`src/rtl/efd_pkg.sv`:
```
package efd_pkg;

    localparam int BYTE_W  = 8;
    localparam int COUNT_W = 16;
    localparam int TDATA_W = 80;

    localparam logic [COUNT_W-1:0] COUNT_MAX = 16'hFFFF;
    localparam logic [COUNT_W-1:0] HEADER_LEN = 16'd4;

    localparam logic [BYTE_W-1:0] DELIMITER_RESET = 8'h55;
    localparam logic [BYTE_W-1:0] ESCAPE_RESET    = 8'hDD;

    // Configuration register indexes.
    localparam logic REG_DELIMITER = 1'b0;
    localparam logic REG_ESCAPE    = 1'b1;

    // Result kinds carried on tuser.
    localparam logic KIND_BYTE = 1'b0;
    localparam logic KIND_END  = 1'b1;

    // Header byte positions within a frame.
    localparam logic [COUNT_W-1:0] POS_FLAGS_LO = 16'd0;
    localparam logic [COUNT_W-1:0] POS_FLAGS_HI = 16'd1;
    localparam logic [COUNT_W-1:0] POS_ID       = 16'd2;
    localparam logic [COUNT_W-1:0] POS_CODE     = 16'd3;

    typedef struct packed {
        logic               in_frame;
        logic               escape_pending;
        logic [COUNT_W-1:0] byte_count;
        logic [15:0]        header_flags;
        logic [7:0]         header_id;
        logic [7:0]         header_code;
    } efd_state_t;

    typedef struct packed {
        logic               short_frame;
        logic [COUNT_W-1:0] frame_length;
        logic [7:0]         frame_code;
        logic [7:0]         frame_id;
        logic [15:0]        frame_flags;
        logic [COUNT_W-1:0] byte_index;
        logic [BYTE_W-1:0]  data_byte;
    } efd_result_t;

endpackage

```
`src/rtl/escaped_frame_deframer_core.sv`:
```
// Channel   Direction  Beat contents
// s_axis    in         tdata[7:0] rx_byte
// m_axis    out        tuser result_kind; tdata packed result fields
// cfg       in         index 0 delimiter_byte, 1 escape_byte; data[7:0]
//
// One beat per cycle is sustained while m_axis is ready: a received byte is
// held in an input register, the frame logic runs once on it, and any result
// lands in the output register. The state update is one compare-and-count step.
// Reset clears the frame state and loads the default delimiter and escape.
// A stall on m_axis holds the output beat and backs up through both stages.
module escaped_frame_deframer_core (
    input  logic        clk,
    input  logic        rst_n,
    input  logic        s_axis_tvalid,
    output logic        s_axis_tready,
    input  logic [7:0]  s_axis_tdata,   // [7:0] rx_byte
    output logic        m_axis_tvalid,
    input  logic        m_axis_tready,
    // [7:0] data_byte, [23:8] byte_index, [39:24] frame_flags,
    // [47:40] frame_id, [55:48] frame_code, [71:56] frame_length,
    // [72] short_frame, [79:73] zero
    output logic [79:0] m_axis_tdata,
    output logic        m_axis_tuser,   // [0] result_kind
    input  logic        cfg_valid,
    output logic        cfg_ready,
    input  logic        cfg_index,
    input  logic [7:0]  cfg_data
);
    import efd_pkg::*;

    logic        in_valid_reg;
    logic [7:0]  in_byte_reg;
    logic        out_valid_reg;
    efd_result_t out_result_reg;
    logic        out_kind_reg;
    efd_state_t  state_reg;
    efd_state_t  state_next;
    logic [7:0]  delimiter_reg;
    logic [7:0]  escape_reg;

    logic        step_fire;
    logic        result_valid;
    logic        result_kind;
    efd_result_t result;

    assign step_fire     = in_valid_reg && (!out_valid_reg || m_axis_tready);
    assign s_axis_tready = !in_valid_reg || step_fire;
    assign cfg_ready     = 1'b1;

    efd_step u_step (
        .state          (state_reg),
        .rx_byte        (in_byte_reg),
        .delimiter_byte (delimiter_reg),
        .escape_byte    (escape_reg),
        .state_next     (state_next),
        .result_valid   (result_valid),
        .result_kind    (result_kind),
        .result         (result)
    );

    always_ff @(posedge clk or negedge rst_n)
    begin
        if (!rst_n)
        begin
            delimiter_reg <= DELIMITER_RESET;
            escape_reg    <= ESCAPE_RESET;
        end
        else if (cfg_valid)
        begin
            case (cfg_index)
                REG_DELIMITER: delimiter_reg <= cfg_data;
                REG_ESCAPE:    escape_reg    <= cfg_data;
                default:       ;
            endcase
        end
    end

    always_ff @(posedge clk or negedge rst_n)
    begin
        if (!rst_n)
        begin
            in_valid_reg <= 1'b0;
        end
        else if (s_axis_tready)
        begin
            in_valid_reg <= s_axis_tvalid;
        end
    end

    always_ff @(posedge clk)
    begin
        if (s_axis_tready && s_axis_tvalid)
        begin
            in_byte_reg <= s_axis_tdata;
        end
    end

    always_ff @(posedge clk or negedge rst_n)
    begin
        if (!rst_n)
        begin
            state_reg     <= '0;
            out_valid_reg <= 1'b0;
        end
        else if (step_fire)
        begin
            state_reg     <= state_next;
            out_valid_reg <= result_valid;
        end
        else if (m_axis_tready)
        begin
            out_valid_reg <= 1'b0;
        end
    end

    always_ff @(posedge clk)
    begin
        if (step_fire && result_valid)
        begin
            out_result_reg <= result;
            out_kind_reg   <= result_kind;
        end
    end

    assign m_axis_tvalid = out_valid_reg;
    assign m_axis_tuser  = out_kind_reg;
    assign m_axis_tdata  = {{(TDATA_W - $bits(efd_result_t)){1'b0}}, out_result_reg};

endmodule

```
`src/rtl/efd_step.sv`:
```
module efd_step (
    input  efd_pkg::efd_state_t  state,
    input  logic [7:0]           rx_byte,
    input  logic [7:0]           delimiter_byte,
    input  logic [7:0]           escape_byte,
    output efd_pkg::efd_state_t  state_next,
    output logic                 result_valid,
    output logic                 result_kind,
    output efd_pkg::efd_result_t result
);
    import efd_pkg::*;

    logic is_delim;
    logic is_escape;

    assign is_delim  = (rx_byte == delimiter_byte) && !state.escape_pending;
    assign is_escape = (rx_byte == escape_byte) && state.in_frame && !state.escape_pending;

    always_comb
    begin
        state_next   = state;
        result_valid = 1'b0;
        result_kind  = KIND_BYTE;
        result       = '0;
        if (is_delim)
        begin
            if (!state.in_frame)
            begin
                state_next.in_frame     = 1'b1;
                state_next.byte_count   = '0;
                state_next.header_flags = '0;
                state_next.header_id    = '0;
                state_next.header_code  = '0;
            end
            else if (state.byte_count != '0)
            begin
                result_valid        = 1'b1;
                result_kind         = KIND_END;
                result.frame_flags  = state.header_flags;
                result.frame_id     = state.header_id;
                result.frame_code   = state.header_code;
                result.frame_length = state.byte_count;
                result.short_frame  = (state.byte_count < HEADER_LEN);
                state_next.in_frame   = 1'b0;
                state_next.byte_count = '0;
            end
        end
        else if (is_escape)
        begin
            state_next.escape_pending = 1'b1;
        end
        else
        begin
            state_next.escape_pending = 1'b0;
            if (state.in_frame)
            begin
                case (state.byte_count)
                    POS_FLAGS_LO: state_next.header_flags[7:0]  = rx_byte;
                    POS_FLAGS_HI: state_next.header_flags[15:8] = rx_byte;
                    POS_ID:       state_next.header_id          = rx_byte;
                    POS_CODE:     state_next.header_code        = rx_byte;
                    default:      ;
                endcase
                result_valid      = 1'b1;
                result_kind       = KIND_BYTE;
                result.data_byte  = rx_byte;
                result.byte_index = state.byte_count;
                // The count holds at its maximum once a frame grows that long.
                if (state.byte_count != COUNT_MAX)
                begin
                    state_next.byte_count = state.byte_count + 16'd1;
                end
            end
        end
    end

endmodule

```
`config.mk`:
```
export PLATFORM = sky130hd
export DESIGN_NAME = escaped_frame_deframer_core
export DESIGN_NICKNAME = d
export VERILOG_FILES = /design/src/rtl/efd_pkg.sv /design/src/rtl/escaped_frame_deframer_core.sv /design/src/rtl/efd_step.sv
export SDC_FILE = /design/constraint.sdc
export NUM_CORES = 1
export LEC_CHECK = 0
export BUFFER_PORTS_ARGS = -buffer_cell sky130_fd_sc_hd__clkbuf_2
export CORE_UTILIZATION = 46
export DETAILED_ROUTE_END_ITERATION = 8
export PLACE_DENSITY = 0.69
export SLEW_MARGIN = 25
export SYNTH_ARGS = -nofsm -noshare
export SYNTH_HDL_FRONTEND = slang
export SYNTH_SLANG_ARGS = --single-unit
```
`constraint.sdc`:
```
create_clock -name clk -period 5 [get_ports clk]
set_clock_uncertainty 0.1 [all_clocks]
set_input_delay 0.5 -clock clk [delete_from_list [all_inputs] [get_ports clk]]
set_output_delay 0.5 -clock clk [all_outputs]
set_load 0.005 [all_outputs]
```
==> Word level (Yosys, flattened, before mapping) <==
Cells that the tools add are included.
Widths: inputs -> output; s select.
{ "word_totals": {"register_bits": 150, "latch_bits": 0, "ram_bits": 0, "romBits": 0, "in_bits": 22, "n_memories": 0} }
{ "classes": {"n_addsub": 1, "n_mul": 0, "div": 0, "order_cmp": 1, "eq_ne": 9, "shifts": 0, "muxes": 21, "bitwise": 3, "reduce_logical": 31} }
{ "op_table": {"columns": ["operator", "n"], "rows": [
  ["$mux 48", 3],
  ["$mux 16", 3],
  ["$eq 16x2->1 const B", 2],
  ["$mux 32", 1],
  ["$mux 8", 4],
  ["$reduce_and 5->1", 5],
  ["$add 16x1->16 const B", 1],
  ["$eq 16x1->1 const B", 1],
  ["$eq 8x8->1", 2],
  ["$logic_not 16->1", 1],
  ["$lt 16x3->1 const B", 1],
  ["$ne 16x16->1 const B", 1],
  ["$reduce_bool 16->1", 1],
  ["$reduce_bool 2->1", 7],
  ["$mux 1", 10],
  ["$reduce_and 2->1", 4],
  ["$logic_and 1x1->1", 6],
  ["$logic_not 1->1", 3],
  ["$ne 3x3->1 const B", 1],
  ["$not 1->1", 3],
  ["$reduce_and 3->1", 1],
  ["$reduce_or 3->1", 1],
  ["$logic_or 1x1->1", 2],
  ["$ne 2x1->1 const B", 1],
  ["$ne 2x2->1 const B", 1]
]} }

==> Logic depth before layout (Yosys ltp) <==
{ "depth": {"depth_word": 6, "mapped_depth": 10, "mapped_depth_nobuf": 6} }

==> Modules after synthesis <==
A second synthesis with hierarchy kept.
{ "unflattened": {"hier_cells": 536, "hier_area_um2": 7287.0} }
{ "modules_own_cells": {"columns": ["mod", "n_inst", "cells_each", "area_each_um2", "seq_area_each_um2"], "rows": [
  ["escaped_frame_deframer_core", 1, 243, 5305.1, 4176.5],
  ["efd_step", 1, 293, 1981.9, 0.0]
]} }

==> Least setup slack after synthesis <==
Ideal clock, no wire load.
{ "synth_timing": {"path_type": "register to register", "start": "reg in_byte_reg[3]", "end": "reg out_result_reg (netlist bit m_axis_tdata[0]) (enable)", "setup_ns": 0.507, "arrival_time_ns": 4.759, "required_ns": 4.393, "slack_ns": -0.366, "stages_incl_launch_ff": 11, "path_cell_list": "edfxtp_1 -> buf_2 -> xnor2_1 -> nand3_1 -> nor4_2 -> buf_4 -> and3_1 -> buf_2 -> buf_2 -> nor2_1 -> nor2_1"} }
{ "synth_via": {"elab_chain_cells": 6, "elab_cells_between_ends": 8, "cone_classes": "2 x eq/ne; 2 x mux; 4 x reduce/logical"} }
{ "synth_lines": {"columns": ["item", "line", "source"], "rows": [
  ["from (decl)", "escaped_frame_deframer_core.sv:32", "logic [7:0] in_byte_reg;"],
  ["from (signal assigned)", "escaped_frame_deframer_core.sv:94", "in_byte_reg <= s_axis_tdata;"],
  ["$eq 8x8->1", "efd_step.sv:17", "assign is_escape = (rx_byte == escape_byte) && state.in_frame && !state.escape_pending;"],
  ["$logic_and 1x1->1 (2 in a row)", "efd_step.sv:17", null],
  ["$mux 1", "efd_step.sv:48", "else if (is_escape)"],
  ["$mux 1 (*)", "efd_step.sv:25", "if (is_delim)"],
  ["$logic_and 1x1->1 (*)", "escaped_frame_deframer_core.sv:118", "if (step_fire && result_valid)"],
  ["to (signal assigned)", "escaped_frame_deframer_core.sv:120", "out_result_reg <= result;"],
  ["to (decl)", "escaped_frame_deframer_core.sv:34", "efd_result_t out_result_reg;"]
]} }
Every way passes the cells marked *; elsewhere a longest branch is shown, timed or not.
A chain may end at the register's enable or synchronous reset.

==> Worst setup path after layout <==
{ "layout_timing": {"start": "reg in_byte_reg[6]", "end": "reg out_result_reg (netlist bit m_axis_tdata[14]) (enable)"} }
Same word-level chain as after synthesis.

==> metrics.csv <==
stage,metric,value,unit
yosys,yosys_warnings,0,
yosys,synthFlopType,edfxtp_1,
status,outcome,"finished, final reports clean",
sta,slew_headroom,41.86,%
cts,cts-root-buf,clkbuf_16,
cts,clock_latency,420,ps
die,io_pins,106,
setup_path,crit_path_start_kind,flop,
sta,post-route-period-util,70.63,%
yosys,ys_ff_latch,150,
cts,post_cts_buffers,0,
die,dieArea,14300,um2
route,routedWlPerCell,16.73,um
die,rows,42,
yosys,synth_top_area_cell,edfxtp_1,
die,die_w,119.6,um
cts,cts.hold.buffers_added,0,
placement,gp_congestion,0.8246,
yosys,synth_top_area_share,38.71,%
placement,place_hpwl,8.451,mm
sta,worst_slack,1468,ps
power_and_ir_drop,powerDensity,482.0,nW/um2
yosys,synth.distinct_cells,48,
die,start_util,47.66,%
setup_path,required,4990,ps
route,viasPerCell,5.135,
sta,finalMaxSlewViolations,0,
cts,cts_tree,built,
yosys,synthTopCellsByArea,"edfxtp_1 (39%), dfrtp_1 (23%), and2_1 (7.2%)",
sta,worstMarginPinSlew,864.9,ps
setup_path,crit_arrival,3530,ps
job,maxCapViolCount,0,
yosys,synth-edff-count,82,
yosys,syn-instance-count,459,
power_and_ir_drop,vdd.ir_drop.worst,0.0002421,V
hold_path,min_path_type,primary input to asynchronous set/reset pin,
cts,clkTransAtPathRegs,60,ps
route,wl_met2,5.875,mm
setup_path,cp_max_fo,53,
route,route.met3.wl,634,um
cts,cts_resized,0,
route,dr.first_iter.drc_count,278,
sta,fin_tns_setup,0,ps
cts,cts_sinks,150,
setup_path,worstSetupPathType,flop to flop,
global_route,grt_usage,18.67,%
global_route,grt-ovfl-total,0,
sta,setup_viol,0,
global_route,grt_pass1_vias,3675,
sta,max_freq,283.2,MHz
finish,layout-drive-gt1-share,30.77,%
route,highest_layer,met4,
cts,htreeDepth,4,
yosys,synth_area,6361,um2
finish,area_delta_synth_final,18.12,%
die,die_h,119.6,um
cts,clk_path_buf_depth,2,
finish,nNetsFinal,572,
global_route,grt_pass1_wl,19.87,mm
route,ant_nets,0,
route,vias,3774,
route,routed_wirelength,12.30,mm
yosys,avgSynthCellArea,13.86,um2
sta,fin_crit,3532,ps
route,route.detailed.drc,0,
setup_path,critPathCaptureType,flop,
placement,place_ws,1479,ps
route,firstDrtPassIters,4,
sta,rsz0062_at_grt,no,
route,met1_length,5.617,mm
sta,hold_ws,159.7,ps
finish,largest_register_ffs,73,
die,core-area,13350,um2
power_and_ir_drop,power_leakage,3.255,nW
yosys,async_reset_ff_share,45.33,%
yosys,synth-seq-area-share,65.66,%
placement,io_buffers,97,
global_route,grt_max_degree,69,
finish,final_core_util,56.29,%
global_route,antenna_found_initial,0,
cts,cts_buffers,17,
finish,n_antenna_cell,0,
sta,final_hold_viol_count,0,
routing by layer:
metal | vias up | global-route usage, %
met5 | - | 0
met1 | 1849 | 25.49
li1 | 1802 | -
met4 | 0 | 7.969
met2 | 108 | 28.29
met3 | 15 | 4.848
final cells by class:
class | instances | area (um2)
Timing Repair Buffer | 101 | 528.0
Clock buffer | 26 | 520.5
Inverter | 5 | 18.77
Sequential cell | 150 | 4177
Fill cell | 1132 | 5834
Clock inverter | 6 | 85.08
Multi-Input combinational cell | 271 | 1964
Tap cell | 176 | 220.2
cells in the mapped netlist (5+ instances only):
| library cell | instances |
|---|---|
| and3_1 | 12 |
| nor3_1 | 8 |
| inv_1 | 5 |
| buf_4 | 10 |
| mux2_2 | 16 |
| xor2_1 | 8 |
| dfstp_2 | 10 |
| nand4_1 | 8 |
| mux2i_1 | 12 |
| xnor2_1 | 8 |
| nor2_1 | 6 |
| nand2_1 | 31 |
| buf_2 | 16 |
| dfrtp_1 | 58 |
| a22o_1 | 32 |
| nand3_1 | 5 |
| and2_1 | 73 |
| clkbuf_2 | 5 |
| edfxtp_1 | 82 |
placed cells by master (no fill, tap or decap), types with 3 or more instances in the layout:
cell type / count
xnor2_1: 8
nor3_2: 3
and4_1: 3
a22o_1: 32
dfrtp_1: 58
o21ai_4: 3
conb_1: 8
buf_4: 3
nand2_1: 31
nand3_1: 5
and3_1: 12
inv_1: 5
mux2_2: 16
nor3_1: 8
mux2i_1: 12
nor2_1: 5
nor4_1: 4
clkbuf_16: 18
nand4_1: 8
dfstp_2: 10
clkbuf_8: 4
clkbuf_2: 96
clkbuf_1: 4
xor2_1: 8
edfxtp_1: 82
o21ai_0: 3
ha_1: 4
and2_1: 73
cell families after synthesis:
| kind of cell | Yosys count | synth area share, % |
|---|---|---|
| xor gates and xnor gates | 16 | 2.203 |
| buffers and inverters | 44 | 4.071 |
| AOI/OAI and AO/OA | 51 | 7.062 |
| muxes | 28 | 4.721 |
| adders and majority gates | 4 | 0.7868 |
| other | 2 | 0.1181 |
| and+or+nand+nor | 164 | 15.38 |
| DFF | 150 | 65.66 |
critical path, cell delays in order (launching register included):
cell	delay (ps)
edfxtp_1	530
xor2_1	240
nor4_2	90
a41o_2	410
nor2_2	710
nor2_1	190
nor2_4	550
buf_12	330
per-stage QoR:
step	instance area (um2)	std cells	power (mW)
after CTS	7513	735	3.652
after global routing	7513	735	3.788
after detailed placement	6908	703	2.365
final	7513	735	3.621
after floorplan	6386	465	2.142
after global placement	6908	703	2.344
worst paths after layout:
check | start | end | slack (ps) | cells past startpoint
setup / recovery | in_byte_reg[6] | m_axis_tdata[14] | 1470 | 7
hold / removal | rst_n | delimiter_reg[1] | 160 | 2
setup reg to reg | in_byte_reg[6] | m_axis_tdata[14] | 1470 | 7
hold reg to reg | state_reg[28] | state_reg[28] | 400 | 1
max in group asynchronous | rst_n | state_reg[38] | 4060 | 2
min in group clk | s_axis_tdata[1] | in_byte_reg[1] | 160 | 1
where the power goes:
group	internal [mW]	leakage, nW	switching [mW]
logic	0.272	1.31	0.297
clock network	0.817	0.297	0.468
registers	1.60	1.65	0.171
total	2.69	3.25	0.936
No activity file was read; power rests on OpenSTA's default activity.
